[config.mk]
export PLATFORM = sky130hd
export DESIGN_NAME = round_robin_queue_with_cancel_top
export DESIGN_NICKNAME = d
export VERILOG_FILES = /design/src/design/rrq_pkg.sv /design/src/design/round_robin_queue_with_cancel_top.sv /design/src/design/rrq_ring.sv
export SDC_FILE = /design/constraint.sdc
export NUM_CORES = 1
export LEC_CHECK = 0
export CAP_MARGIN = 25
export CORE_ASPECT_RATIO = 0.75
export CORE_UTILIZATION = 35
export DETAILED_ROUTE_END_ITERATION = 8
export DONT_BUFFER_PORTS = 1
export PLACE_DENSITY = 0.49
export SETUP_SLACK_MARGIN = 0.1
export SLEW_MARGIN = 30
export SYNTH_ARGS = -nofsm -noshare
export SYNTH_HDL_FRONTEND = slang
export SYNTH_SLANG_ARGS = --single-unit
export TNS_END_PERCENT = 100
[constraint.sdc]
create_clock -name clk -period 8.2 [get_ports clk]
set_input_delay 1.64 -clock clk [delete_from_list [all_inputs] [get_ports clk]]
set_output_delay 1.64 -clock clk [all_outputs]
set_load 0.01 [all_outputs]
[src/design/rrq_pkg.sv]
// Shared constants, types and ring-address helpers for the booking queue.
package rrq_pkg;

  localparam int QUEUE_DEPTH = 16;
  localparam int KEY_BITS    = 16;

  localparam int IDX_W   = (QUEUE_DEPTH > 1) ? $clog2(QUEUE_DEPTH) : 1;
  localparam int CNT_W   = $clog2(QUEUE_DEPTH + 1);
  localparam int KEY_W   = (KEY_BITS < 16) ? KEY_BITS : 16;
  localparam int MIN_W   = 16;
  localparam int ENTRY_W = KEY_W + MIN_W;

  typedef enum logic [1:0] {
    OP_BOOK    = 2'd0,
    OP_CANCEL  = 2'd1,
    OP_ADVANCE = 2'd2,
    OP_LIST    = 2'd3
  } op_t;

  typedef enum logic [1:0] {
    ST_OK        = 2'd0,
    ST_EMPTY     = 2'd1,
    ST_NOT_FOUND = 2'd2,
    ST_FULL      = 2'd3
  } status_t;

  typedef struct packed {
    logic               we;
    logic [IDX_W-1:0]   waddr;
    logic [ENTRY_W-1:0] wdata;
    logic               re;
    logic [IDX_W-1:0]   raddr;
  } ring_req_t;

  function automatic logic [IDX_W-1:0] slot_of(input logic [IDX_W-1:0] head,
                                               input logic [CNT_W-1:0] logical);
    logic [CNT_W:0] sum;
    sum = (CNT_W+1)'(head) + (CNT_W+1)'(logical);
    if (sum >= (CNT_W+1)'(QUEUE_DEPTH)) begin
      sum = sum - (CNT_W+1)'(QUEUE_DEPTH);
    end
    return sum[IDX_W-1:0];
  endfunction

  function automatic logic [IDX_W-1:0] next_slot(input logic [IDX_W-1:0] head);
    logic [CNT_W:0] sum;
    sum = (CNT_W+1)'(head) + (CNT_W+1)'(1);
    if (sum >= (CNT_W+1)'(QUEUE_DEPTH)) begin
      sum = '0;
    end
    return sum[IDX_W-1:0];
  endfunction

endpackage

[src/design/round_robin_queue_with_cancel_top.sv]
// Round-robin booking queue with cancel by key: sequencer, counters and output register.
//
//   channel | signals                                        | direction
//   --------+------------------------------------------------+----------
//   in      | in_valid in_ready operation user_key           | to block
//           | booked_minutes                                 |
//   out     | out_valid out_ready status entry_key           | from block
//           | entry_minutes entry_count last_result          |
//
// One ring access per step: book writes the entry unless full, then reads the head;
// advance reads the head, writes it at the tail, reads the new head; list reads each
// entry; cancel searches, shifts later entries down. Others skip to the result if empty.
// Reset empties the queue and puts the head at slot 0; ring contents stay undefined.
// in_ready is high only between items; a result waiting in the output register does
// not block the next item, but a new result waits until that register is taken.
module round_robin_queue_with_cancel_top (
  input  logic        clk,
  input  logic        rst,
  input  logic        in_valid,
  output logic        in_ready,
  input  logic [1:0]  operation,
  input  logic [15:0] user_key,
  input  logic [15:0] booked_minutes,
  output logic        out_valid,
  input  logic        out_ready,
  output logic [1:0]  status,
  output logic [15:0] entry_key,
  output logic [15:0] entry_minutes,
  output logic [6:0]  entry_count,
  output logic        last_result
);

  typedef enum logic [10:0] {
    S_IDLE      = 11'b000_0000_0001,
    S_HEAD_RD   = 11'b000_0000_0010,
    S_EMIT      = 11'b000_0000_0100,
    S_SRCH_RD   = 11'b000_0000_1000,
    S_SRCH_CMP  = 11'b000_0001_0000,
    S_SHIFT_RD  = 11'b000_0010_0000,
    S_SHIFT_WR  = 11'b000_0100_0000,
    S_ADV_RD    = 11'b000_1000_0000,
    S_ADV_WR    = 11'b001_0000_0000,
    S_LIST_RD   = 11'b010_0000_0000,
    S_LIST_EMIT = 11'b100_0000_0000
  } state_t;

  state_t                      state, state_next;
  logic [rrq_pkg::CNT_W-1:0]   count, count_next;
  logic [rrq_pkg::IDX_W-1:0]   head, head_next;
  logic [rrq_pkg::CNT_W-1:0]   idx, idx_next;
  logic [rrq_pkg::KEY_W-1:0]   key, key_next;
  rrq_pkg::status_t            stat, stat_next;
  logic                        have, have_next;

  rrq_pkg::ring_req_t          req;
  logic [rrq_pkg::ENTRY_W-1:0] rdata;
  logic [rrq_pkg::KEY_W-1:0]   rd_key;
  logic [rrq_pkg::MIN_W-1:0]   rd_min;

  logic                        accept;
  logic                        load;
  logic                        load_last;
  logic [rrq_pkg::CNT_W:0]     idx_p1;
  logic [rrq_pkg::CNT_W:0]     idx_p2;
  logic [rrq_pkg::CNT_W:0]     cnt_w;
  logic                        full;

  rrq_ring u_ring (
    .clk   (clk),
    .req   (req),
    .rdata (rdata)
  );

  assign rd_key   = rdata[rrq_pkg::ENTRY_W-1 -: rrq_pkg::KEY_W];
  assign rd_min   = rdata[rrq_pkg::MIN_W-1:0];
  assign in_ready = (state == S_IDLE);
  assign accept   = in_valid && in_ready;
  assign idx_p1   = (rrq_pkg::CNT_W+1)'(idx) + (rrq_pkg::CNT_W+1)'(1);
  assign idx_p2   = (rrq_pkg::CNT_W+1)'(idx) + (rrq_pkg::CNT_W+1)'(2);
  assign cnt_w    = (rrq_pkg::CNT_W+1)'(count);
  assign full     = (count == rrq_pkg::CNT_W'(rrq_pkg::QUEUE_DEPTH));
  assign load     = ((state == S_EMIT) || (state == S_LIST_EMIT)) && (!out_valid || out_ready);
  assign load_last = (state == S_EMIT) || (idx_p1 == cnt_w);

  always_comb begin
    state_next = state;
    count_next = count;
    head_next  = head;
    idx_next   = idx;
    key_next   = key;
    stat_next  = stat;
    have_next  = have;
    req        = '0;
    unique case (state)
      S_IDLE: begin
        if (accept) begin
          key_next  = user_key[rrq_pkg::KEY_W-1:0];
          idx_next  = '0;
          stat_next = rrq_pkg::ST_OK;
          have_next = 1'b1;
          unique case (rrq_pkg::op_t'(operation))
            rrq_pkg::OP_BOOK: begin
              if (full) begin
                stat_next = rrq_pkg::ST_FULL;
              end else begin
                req.we     = 1'b1;
                req.waddr  = rrq_pkg::slot_of(head, count);
                req.wdata  = {user_key[rrq_pkg::KEY_W-1:0], booked_minutes};
                count_next = count + rrq_pkg::CNT_W'(1);
              end
              state_next = S_HEAD_RD;
            end
            rrq_pkg::OP_CANCEL, rrq_pkg::OP_ADVANCE, rrq_pkg::OP_LIST: begin
              if (count == '0) begin
                stat_next  = rrq_pkg::ST_EMPTY;
                have_next  = 1'b0;
                state_next = S_EMIT;
              end else if (rrq_pkg::op_t'(operation) == rrq_pkg::OP_CANCEL) begin
                state_next = S_SRCH_RD;
              end else if (rrq_pkg::op_t'(operation) == rrq_pkg::OP_ADVANCE) begin
                state_next = S_ADV_RD;
              end else begin
                state_next = S_LIST_RD;
              end
            end
            default: state_next = S_IDLE;
          endcase
        end
      end
      S_HEAD_RD: begin
        req.re     = 1'b1;
        req.raddr  = head;
        state_next = S_EMIT;
      end
      S_EMIT: begin
        if (load) begin
          state_next = S_IDLE;
        end
      end
      S_SRCH_RD: begin
        req.re     = 1'b1;
        req.raddr  = rrq_pkg::slot_of(head, idx);
        state_next = S_SRCH_CMP;
      end
      S_SRCH_CMP: begin
        priority if (rd_key == key) begin
          if (idx_p1 < cnt_w) begin
            state_next = S_SHIFT_RD;
          end else begin
            count_next = count - rrq_pkg::CNT_W'(1);
            if (count == rrq_pkg::CNT_W'(1)) begin
              head_next  = '0;
              have_next  = 1'b0;
              state_next = S_EMIT;
            end else begin
              state_next = S_HEAD_RD;
            end
          end
        end else if (idx_p1 == cnt_w) begin
          stat_next  = rrq_pkg::ST_NOT_FOUND;
          state_next = S_HEAD_RD;
        end else begin
          idx_next   = idx_p1[rrq_pkg::CNT_W-1:0];
          state_next = S_SRCH_RD;
        end
      end
      S_SHIFT_RD: begin
        req.re     = 1'b1;
        req.raddr  = rrq_pkg::slot_of(head, idx_p1[rrq_pkg::CNT_W-1:0]);
        state_next = S_SHIFT_WR;
      end
      S_SHIFT_WR: begin
        req.we   = 1'b1;
        req.waddr = rrq_pkg::slot_of(head, idx);
        req.wdata = rdata;
        idx_next = idx_p1[rrq_pkg::CNT_W-1:0];
        if (idx_p2 < cnt_w) begin
          state_next = S_SHIFT_RD;
        end else begin
          count_next = count - rrq_pkg::CNT_W'(1);
          state_next = S_HEAD_RD;
        end
      end
      S_ADV_RD: begin
        req.re     = 1'b1;
        req.raddr  = head;
        state_next = S_ADV_WR;
      end
      S_ADV_WR: begin
        req.we     = 1'b1;
        req.waddr  = rrq_pkg::slot_of(head, count);
        req.wdata  = rdata;
        head_next  = rrq_pkg::next_slot(head);
        state_next = S_HEAD_RD;
      end
      S_LIST_RD: begin
        req.re     = 1'b1;
        req.raddr  = rrq_pkg::slot_of(head, idx);
        state_next = S_LIST_EMIT;
      end
      S_LIST_EMIT: begin
        if (load) begin
          if (load_last) begin
            state_next = S_IDLE;
          end else begin
            idx_next   = idx_p1[rrq_pkg::CNT_W-1:0];
            state_next = S_LIST_RD;
          end
        end
      end
      default: state_next = S_IDLE;
    endcase
  end

  always_ff @(posedge clk) begin
    if (rst) begin
      state <= S_IDLE;
      count <= '0;
      head  <= '0;
    end else begin
      state <= state_next;
      count <= count_next;
      head  <= head_next;
    end
    idx  <= idx_next;
    key  <= key_next;
    stat <= stat_next;
    have <= have_next;
  end

  always_ff @(posedge clk) begin
    if (rst) begin
      out_valid <= 1'b0;
    end else if (load) begin
      out_valid <= 1'b1;
    end else if (out_ready) begin
      out_valid <= 1'b0;
    end
  end

  always_ff @(posedge clk) begin
    if (load) begin
      status        <= (state == S_EMIT) ? stat : rrq_pkg::ST_OK;
      entry_key     <= have ? 16'(rd_key) : 16'd0;
      entry_minutes <= have ? rd_min : 16'd0;
      entry_count   <= 7'(count);
      last_result   <= load_last;
    end
  end

  a_count_bound : assert property (@(posedge clk) disable iff (rst)
    count <= rrq_pkg::CNT_W'(rrq_pkg::QUEUE_DEPTH))
    else $error("held count above queue depth");

  a_empty_head : assert property (@(posedge clk) disable iff (rst)
    count == '0 |-> head == '0)
    else $error("empty queue with head away from slot zero");

  a_count_step : assert property (@(posedge clk) disable iff (rst)
    !$past(rst) |-> (count == $past(count) || count == $past(count) + rrq_pkg::CNT_W'(1)
                     || count == $past(count) - rrq_pkg::CNT_W'(1)))
    else $error("held count moved by more than one");

  a_empty_result : assert property (@(posedge clk) disable iff (rst)
    out_valid && status == rrq_pkg::ST_EMPTY |-> entry_key == 16'd0 && entry_count == 7'd0
                                                  && last_result)
    else $error("empty-queue result carries an entry");

endmodule

[src/design/rrq_ring.sv]
// Booking ring storage: one write port, one registered read port.
module rrq_ring (
  input  logic                          clk,
  input  rrq_pkg::ring_req_t            req,
  output logic [rrq_pkg::ENTRY_W-1:0]   rdata
);

  logic [rrq_pkg::ENTRY_W-1:0] mem [rrq_pkg::QUEUE_DEPTH];

  always_ff @(posedge clk) begin
    if (req.we) begin
      mem[req.waddr] <= req.wdata;
    end
  end

  always_ff @(posedge clk) begin
    if (req.re) begin
      rdata <= mem[req.raddr];
    end
  end

endmodule
Word-level counts from Yosys, hierarchy flattened --
Memories as Yosys holds them, arrays and structs flattened. A register that Yosys moved wholly into a read port is not among the register bits. Index checks and enable logic that the tools add are counted.
Storage, ports and cells: bits in registers 85, RAM bits 512, bits of input ports 38, output and inout port bits 44, logic and storage cells 143, memories 1
Memory list:
- u_ring.mem | depth 16, width 32, rd ports 1, clocked after memory_dff 1, wr ports 1, RTL line rrq_ring.sv:8 | logic [rrq_pkg::ENTRY_W-1:0] mem [rrq_pkg::QUEUE_DEPTH];
Cells by class: $add $sub $neg 11, order comparisons 6, eq/ne operators 31, mux-type cells 58, reductions and logical operators 23
Operators by type and width (number):
- $pmux W11 S11 | 1
- $mux W37 | 3
- $pmux W37 S3 | 1
- $mux W5 | 11
- $mux W11 | 4
- $mux W10 | 4
- $mux W4 | 8
- $pmux W5 S3 | 2
- $ne A2 B2 Y1 const B | 11
- $pmux W11 S2 | 1
- $pmux W5 S4 | 1
- $add A4 B5 Y6 | 3
- $ge A6 B5 Y1 const B | 3
- $eq A16 B16 Y1 | 1
- $lt A6 B5 Y1 | 2
- $mux W6 | 2
- $sub A4 B1 Y4 const B | 3
- $eq A11 B1 Y1 const B | 1
- $eq A11 B10 Y1 const B | 1
- $eq A11 B11 Y1 const B | 1
- $eq A11 B2 Y1 const B | 1
- $eq A11 B3 Y1 const B | 1
- $eq A11 B4 Y1 const B | 1
- $eq A11 B5 Y1 const B | 1
- 38 further kinds | 61

Depth between registers and ports, before layout --
depth after elaboration 9, mapped depth 12, mapped depth without buffers 11

By module --
From an unflattened synthesis, not the netlist that was laid out.
Unflattened totals: cells, all modules 1303, area total of the unflattened synthesis 25167.9 um2
Modules (own cells, without submodules):
- rrq_ring | instances 1, cells each 838, area an instance 20155.6 um2, sequential area each 16335.7 um2
- round_robin_queue_with_cancel_top | instances 1, cells each 465, area an instance 5012.3 um2, sequential area each 2342.2 um2

Least setup slack after synthesis --
OpenSTA, ideal clock, no wires.
path type input-to-reg, from in operation[0], to mem u_ring.mem[0][0] (netlist name) (enable), setup time 0.461 ns, data arrival time 5.174 ns, required time 7.739 ns, path slack 2.565 ns, stages 10, buffers on the path 1, path through inv_1 -> ha_1 -> clkbuf_1 -> nand2_1 -> a21oi_1 -> a21oi_1 -> o22ai_1 -> a21oi_1 -> nand2_1 -> nor3_1
On the way: word-level cells in the longest chain between the ends 6
RTL lines:
- start, declared | RTL line round_robin_queue_with_cancel_top.sv:21 | input logic [1:0] operation,
- $logic_not A2 Y1 * | RTL line round_robin_queue_with_cancel_top.sv:101 | unique case (rrq_pkg::op_t'(operation))
- $mux W37 * | RTL line round_robin_queue_with_cancel_top.sv:101
- $mux W37 * | RTL line round_robin_queue_with_cancel_top.sv:96 | if (accept) begin
- $pmux W37 S3 * | RTL line round_robin_queue_with_cancel_top.sv:94 | unique case (state)
- $mux W1 | RTL line rrq_ring.sv:11 | if (req.we) begin
- $mux W1 (not written as such) | RTL line rrq_ring.sv:12 | mem[req.waddr] <= req.wdata;
- end, declared | RTL line rrq_ring.sv:8
Every way passes the cells marked *; elsewhere a longest branch is shown, timed or not.

Final worst setup path --
from reg head[0] (netlist name), to reg u_ring.rdata[10] (netlist name) (read register of u_ring.mem) (data pin)
On the way: word-level cells in the longest chain between the ends 4, elaborated cells on any way between the ends 9, those cells by class 4 x add/sub; 2 x order compare; 3 x mux
RTL lines:
- start, declared | RTL line round_robin_queue_with_cancel_top.sv:49 | logic [rrq_pkg::IDX_W-1:0] head, head_next;
- start signal, assigned | RTL line round_robin_queue_with_cancel_top.sv:223 | head <= head_next;
- $add A4 B5 Y6 | RTL line rrq_pkg.sv:38 | sum = (CNT_W+1)'(head) + (CNT_W+1)'(logical);
- $ge A6 B5 Y1 / $sub A4 B1 Y4 (equally long branches) | RTL line rrq_pkg.sv:39, rrq_pkg.sv:40
- $mux W4 | RTL line rrq_pkg.sv:39 | if (sum >= (CNT_W+1)'(QUEUE_DEPTH)) begin
- $pmux W5 S3 * | RTL line round_robin_queue_with_cancel_top.sv:94
- end, declared | RTL line rrq_ring.sv:5 | output logic [rrq_pkg::ENTRY_W-1:0] rdata
Marked as above. A chain may end at the register's enable or synchronous reset.

==> run summary <==
The initial antenna violation count came out at 5. The final count of hold timing violations came out at 0. By startpoint and endpoint, the worst setup path is classified as reg -> reg. The number of nets in the finished design came out at between 1500 and 2000. The compound-gate portion of the synthesized area is 0.1151. The total number of vias came out at about 15000. The clock net sink count is 629. The detailed route wirelength on metal2 is between 30000 and 40000 um. The die width came out at 311.9 um.

The number of enable-type register cells in the synthesized netlist came out at between 600 and 700. In the layout the commonest cells are sky130_fd_sc_hd__edfxtp_1, sky130_fd_sc_hd__a221oi_1, sky130_fd_sc_hd__nor3_1. Measured against its own limit, the worst slew margin works out to 0.3327.

For the finished layout, the period the worst path requires is roughly 4.2 ns. In this run the number of H-tree levels came out at 3. The synthesis-to-layout area growth came out at 12.78%. In the final timing run, aggregate negative setup slack is 0 ns. Of the total power, combinational logic draws 0.096. The fraction of power spent switching nets came out at 0.2432. The share of the core filled with cells is 0.4026. The CTS tree is done. The portion of synthesized cell area occupied by the leading cell type is 0.7241. The leakage power of the design is 9.069 nW. The number of antenna-violating nets in the routed design is 0. The post-layout total power is between 7 and 8 mW.

For the worst-skew pair, the clock arrives at the later sink with an insertion delay of 0.60 ns. The final worst slack came out at ~4.0 ns. The wire length after detailed routing is about 68000 um.

The share of the Yosys chip area taken by registers is 0.7408. The number of global-route vias before repair came out at between 10000 and 15000. In this run, synthesis produced a sequential element count of about 630.

The cell type with the highest aggregate area in the netlist is sky130_fd_sc_hd__edfxtp_1. The total overflow left after global routing is 0. Of the total synthesized cell area, the portion taken by AND, OR, NAND and NOR gates is 0.07603. The cell count after synthesis came out at 1565. Clock tree synthesis inserted a total of 66 buffers. The required time at the endpoint of the critical path came out at between 8 and 9 ns.

The internal power summed over all cells is 5.573 mW. The number of max-slew violations in the final report came out at 0. The finished cells cover 28430 sq um. The congestion estimate from routability-driven global placement came to ~0.80. The chip height came out at between 200 and 250 um. For this design the total switching power over the nets is 1.791 mW.

The worst setup path is launched from a register. Setup repair after global routing left no endpoint under its margin. The highest fanout seen on the critical path is 94.

The number of warnings issued by yosys came out at 0. The share of the synthesized netlist area taken by xor and xnor gates is 0.01375. The cell row count is 84.

Yosys attributes the largest share of cell area to sky130_fd_sc_hd__edfxtp_1, sky130_fd_sc_hd__a221oi_1, sky130_fd_sc_hd__nor3_1. The max-cap check violation count is 0. The post-detailed-route via-to-cell ratio is 5.729. The setup-violating endpoint count in the final report is 0. The buffer count from post-CTS setup fixing is 0. The count of instances resized after the clock tree is built is 0. The adder and majority cell fraction of the synthesized area is 0.01677. The worst setup path is captured at a register. The maximum vdd drop came out at 0.0001151 V. The library cell used most frequently in the layout, excluding fill and tap cells, is sky130_fd_sc_hd__edfxtp_1. The mean routed wirelength per cell is roughly 27 um.

The flow ran to the end, and the final reports show no timing, DRC or antenna violations. The placeable core region is around 71000 sq um. Of the cells placed in the final design, the portion with a size suffix greater than 1 is 0.1078. The initial core utilization came out at 0.3570. The tightest min-delay check is of the reg -> reg type. Summing every instance area after synthesis gives ~25000 sq um. Dividing the final minimum period by the clock period gives 0.5161.

The placement-stage worst setup slack is 3.399 ns. The routed design uses 3785 um of met3 wire. The master cell of the clock root buffer is sky130_fd_sc_hd__clkbuf_16. The maximum number of buffers from clock root to sink is 3. The arrival time at the worst endpoint came out at 4.69 ns. After detailed placement, the total cell area comes to approximately 26000 sq um.

The fraction of power consumed by the clock network is 0.392. The number of input and output port buffers inserted is 0. The cts-stage hold buffer count is 0. The most frequently used flop master after synthesis is sky130_fd_sc_hd__edfxtp_1.

The die covers between 70000 and 80000 sq um. The wire length the detailed router placed on met1 is around 32000 um. The post-route non-filler standard cell count came out at 2542. The HPWL after detailed placement is ~37000 um.

The largest net degree at the start of global routing is about 170. Of the total power, registers draw 0.511. After detailed routing, the number of remaining DRC violations is 0. The share of synthesized registers carrying an async set or reset came out at 0. Across the routed clock network, the largest skew measured is roughly 0.019 ns. The detailed router's first-iteration violation count came out at 1489. The count of TritonRoute iterations in the first routing pass is 5. The synthesized area per cell is about 16 sq um. Derived from the worst setup path, the maximum achievable clock frequency is approximately 240 MHz. For this design the top-level I/O count stands at roughly 80. By area, the combinational part of the netlist is dominated by compound AO/OA/AOI/OAI gates.

The tightest hold path in the finished design has a slack of about 0.52 ns. The first-pass GRT wire length is 100100 um. For this run, the total global-route usage over all layers was measured as 0.1853.

The slew at the pin closest to its max-slew limit came out at 1.001 ns. The detailed router used layers up to and including met5. The clock input transition at the sequential cells of the worst setup and hold paths is approximately 0.060 ns. Yosys mapped the design onto 67 distinct sky130hd cell types. The fraction of synthesized area in multiplexers came out at 0.01196. The number of placed cells counting well taps came out at roughly 2400. The total power divided by cell area is roughly 260 nW/um^2.
[cell families after synthesis]
| logic type | after synthesis |
|---|---|
| AO/OA/AOI/OAI | 349 |
| flip-flops | 629 |
| other | 1 |
| multiplexers | 29 |
| AND/OR/NAND/NOR | 349 |
| buffers and inverters | 138 |
| XOR/XNOR | 38 |
| adder cells (fa/ha/maj) | 32 |
[final timing paths]
| kind | depth (start not counted) | end | slack, ns | from |
|---|---|---|---|---|
| max | 8 | u_ring.rdata[10] | 3.97 | head[0] |
| min | 1 | status[1] | 0.52 | stat[1] |
| max reg2reg | 8 | u_ring.rdata[10] | 3.97 | head[0] |
| min reg2reg | 1 | status[1] | 0.52 | stat[1] |
[power groups by stage]
stage	sequential, mW	combinational (mW)	clock [mW]
4_1_cts	3.77	0.713	2.96
3_3_place_gp	3.84	0.698	0
3_5_place_dp	3.84	0.710	0
5_1_grt	3.78	0.787	3.06
2_1_floorplan	3.79	0.487	0
6_report	3.77	0.708	2.89
[sequential cells by signal, summed over array words and instances (netlist names), 4 cells and up]
| register | flops |
|---|---|
| state | 11 |
| entry_key | 16 |
| count | 5 |
| head | 4 |
| u_ring.rdata | 32 |
| u_ring.mem | 512 |
| entry_count | 5 |
| entry_minutes | 16 |
| idx | 5 |
| key | 16 |
[area by class of cell]
type	count	area [sq um]
fillers	6394	42190
flip-flops and latches	629	18680
multi-input cells	799	6086
clock buffers	87	1815
well taps	946	1184
repair buffers	36	381.6
clock inverters	30	234.0
inverters	14	53.80
diodes	1	2.502
[layer usage]
metal | global-route usage | vias up
met5 | 0 | -
met4 | 0.05346 | 6
met3 | 0.03268 | 105
met2 | 0.2795 | 458
met1 | 0.2733 | 7524
li1 | - | 6470
[worst max-delay path, stage by stage, from the launching register on]
cell	delay [ns]
sky130_fd_sc_hd__dfxtp_1	0.46
sky130_fd_sc_hd__ha_1	0.31
sky130_fd_sc_hd__fa_1	0.68
sky130_fd_sc_hd__nor3b_1	0.29
sky130_fd_sc_hd__a31o_4	0.69
sky130_fd_sc_hd__buf_6	0.67
sky130_fd_sc_hd__a221oi_1	0.19
sky130_fd_sc_hd__nor3_1	0.45
sky130_fd_sc_hd__or4_1	0.23
[Yosys cell counts, types with 13 or more instances]
| cell | number |
|---|---|
| sky130_fd_sc_hd__and2_1 | 36 |
| sky130_fd_sc_hd__a22o_1 | 32 |
| sky130_fd_sc_hd__nor2_1 | 52 |
| sky130_fd_sc_hd__a21oi_1 | 20 |
| sky130_fd_sc_hd__xnor2_1 | 33 |
| sky130_fd_sc_hd__edfxtp_1 | 608 |
| sky130_fd_sc_hd__mux2i_1 | 20 |
| sky130_fd_sc_hd__nand3_1 | 17 |
| sky130_fd_sc_hd__or4_1 | 25 |
| sky130_fd_sc_hd__clkbuf_1 | 88 |
| sky130_fd_sc_hd__dfxtp_1 | 21 |
| sky130_fd_sc_hd__a221oi_1 | 239 |
| sky130_fd_sc_hd__buf_2 | 17 |
| sky130_fd_sc_hd__inv_1 | 13 |
| sky130_fd_sc_hd__nor3_1 | 124 |
| sky130_fd_sc_hd__ha_1 | 29 |
| sky130_fd_sc_hd__nand2_1 | 25 |
Power figures use the tool's default switching activity.
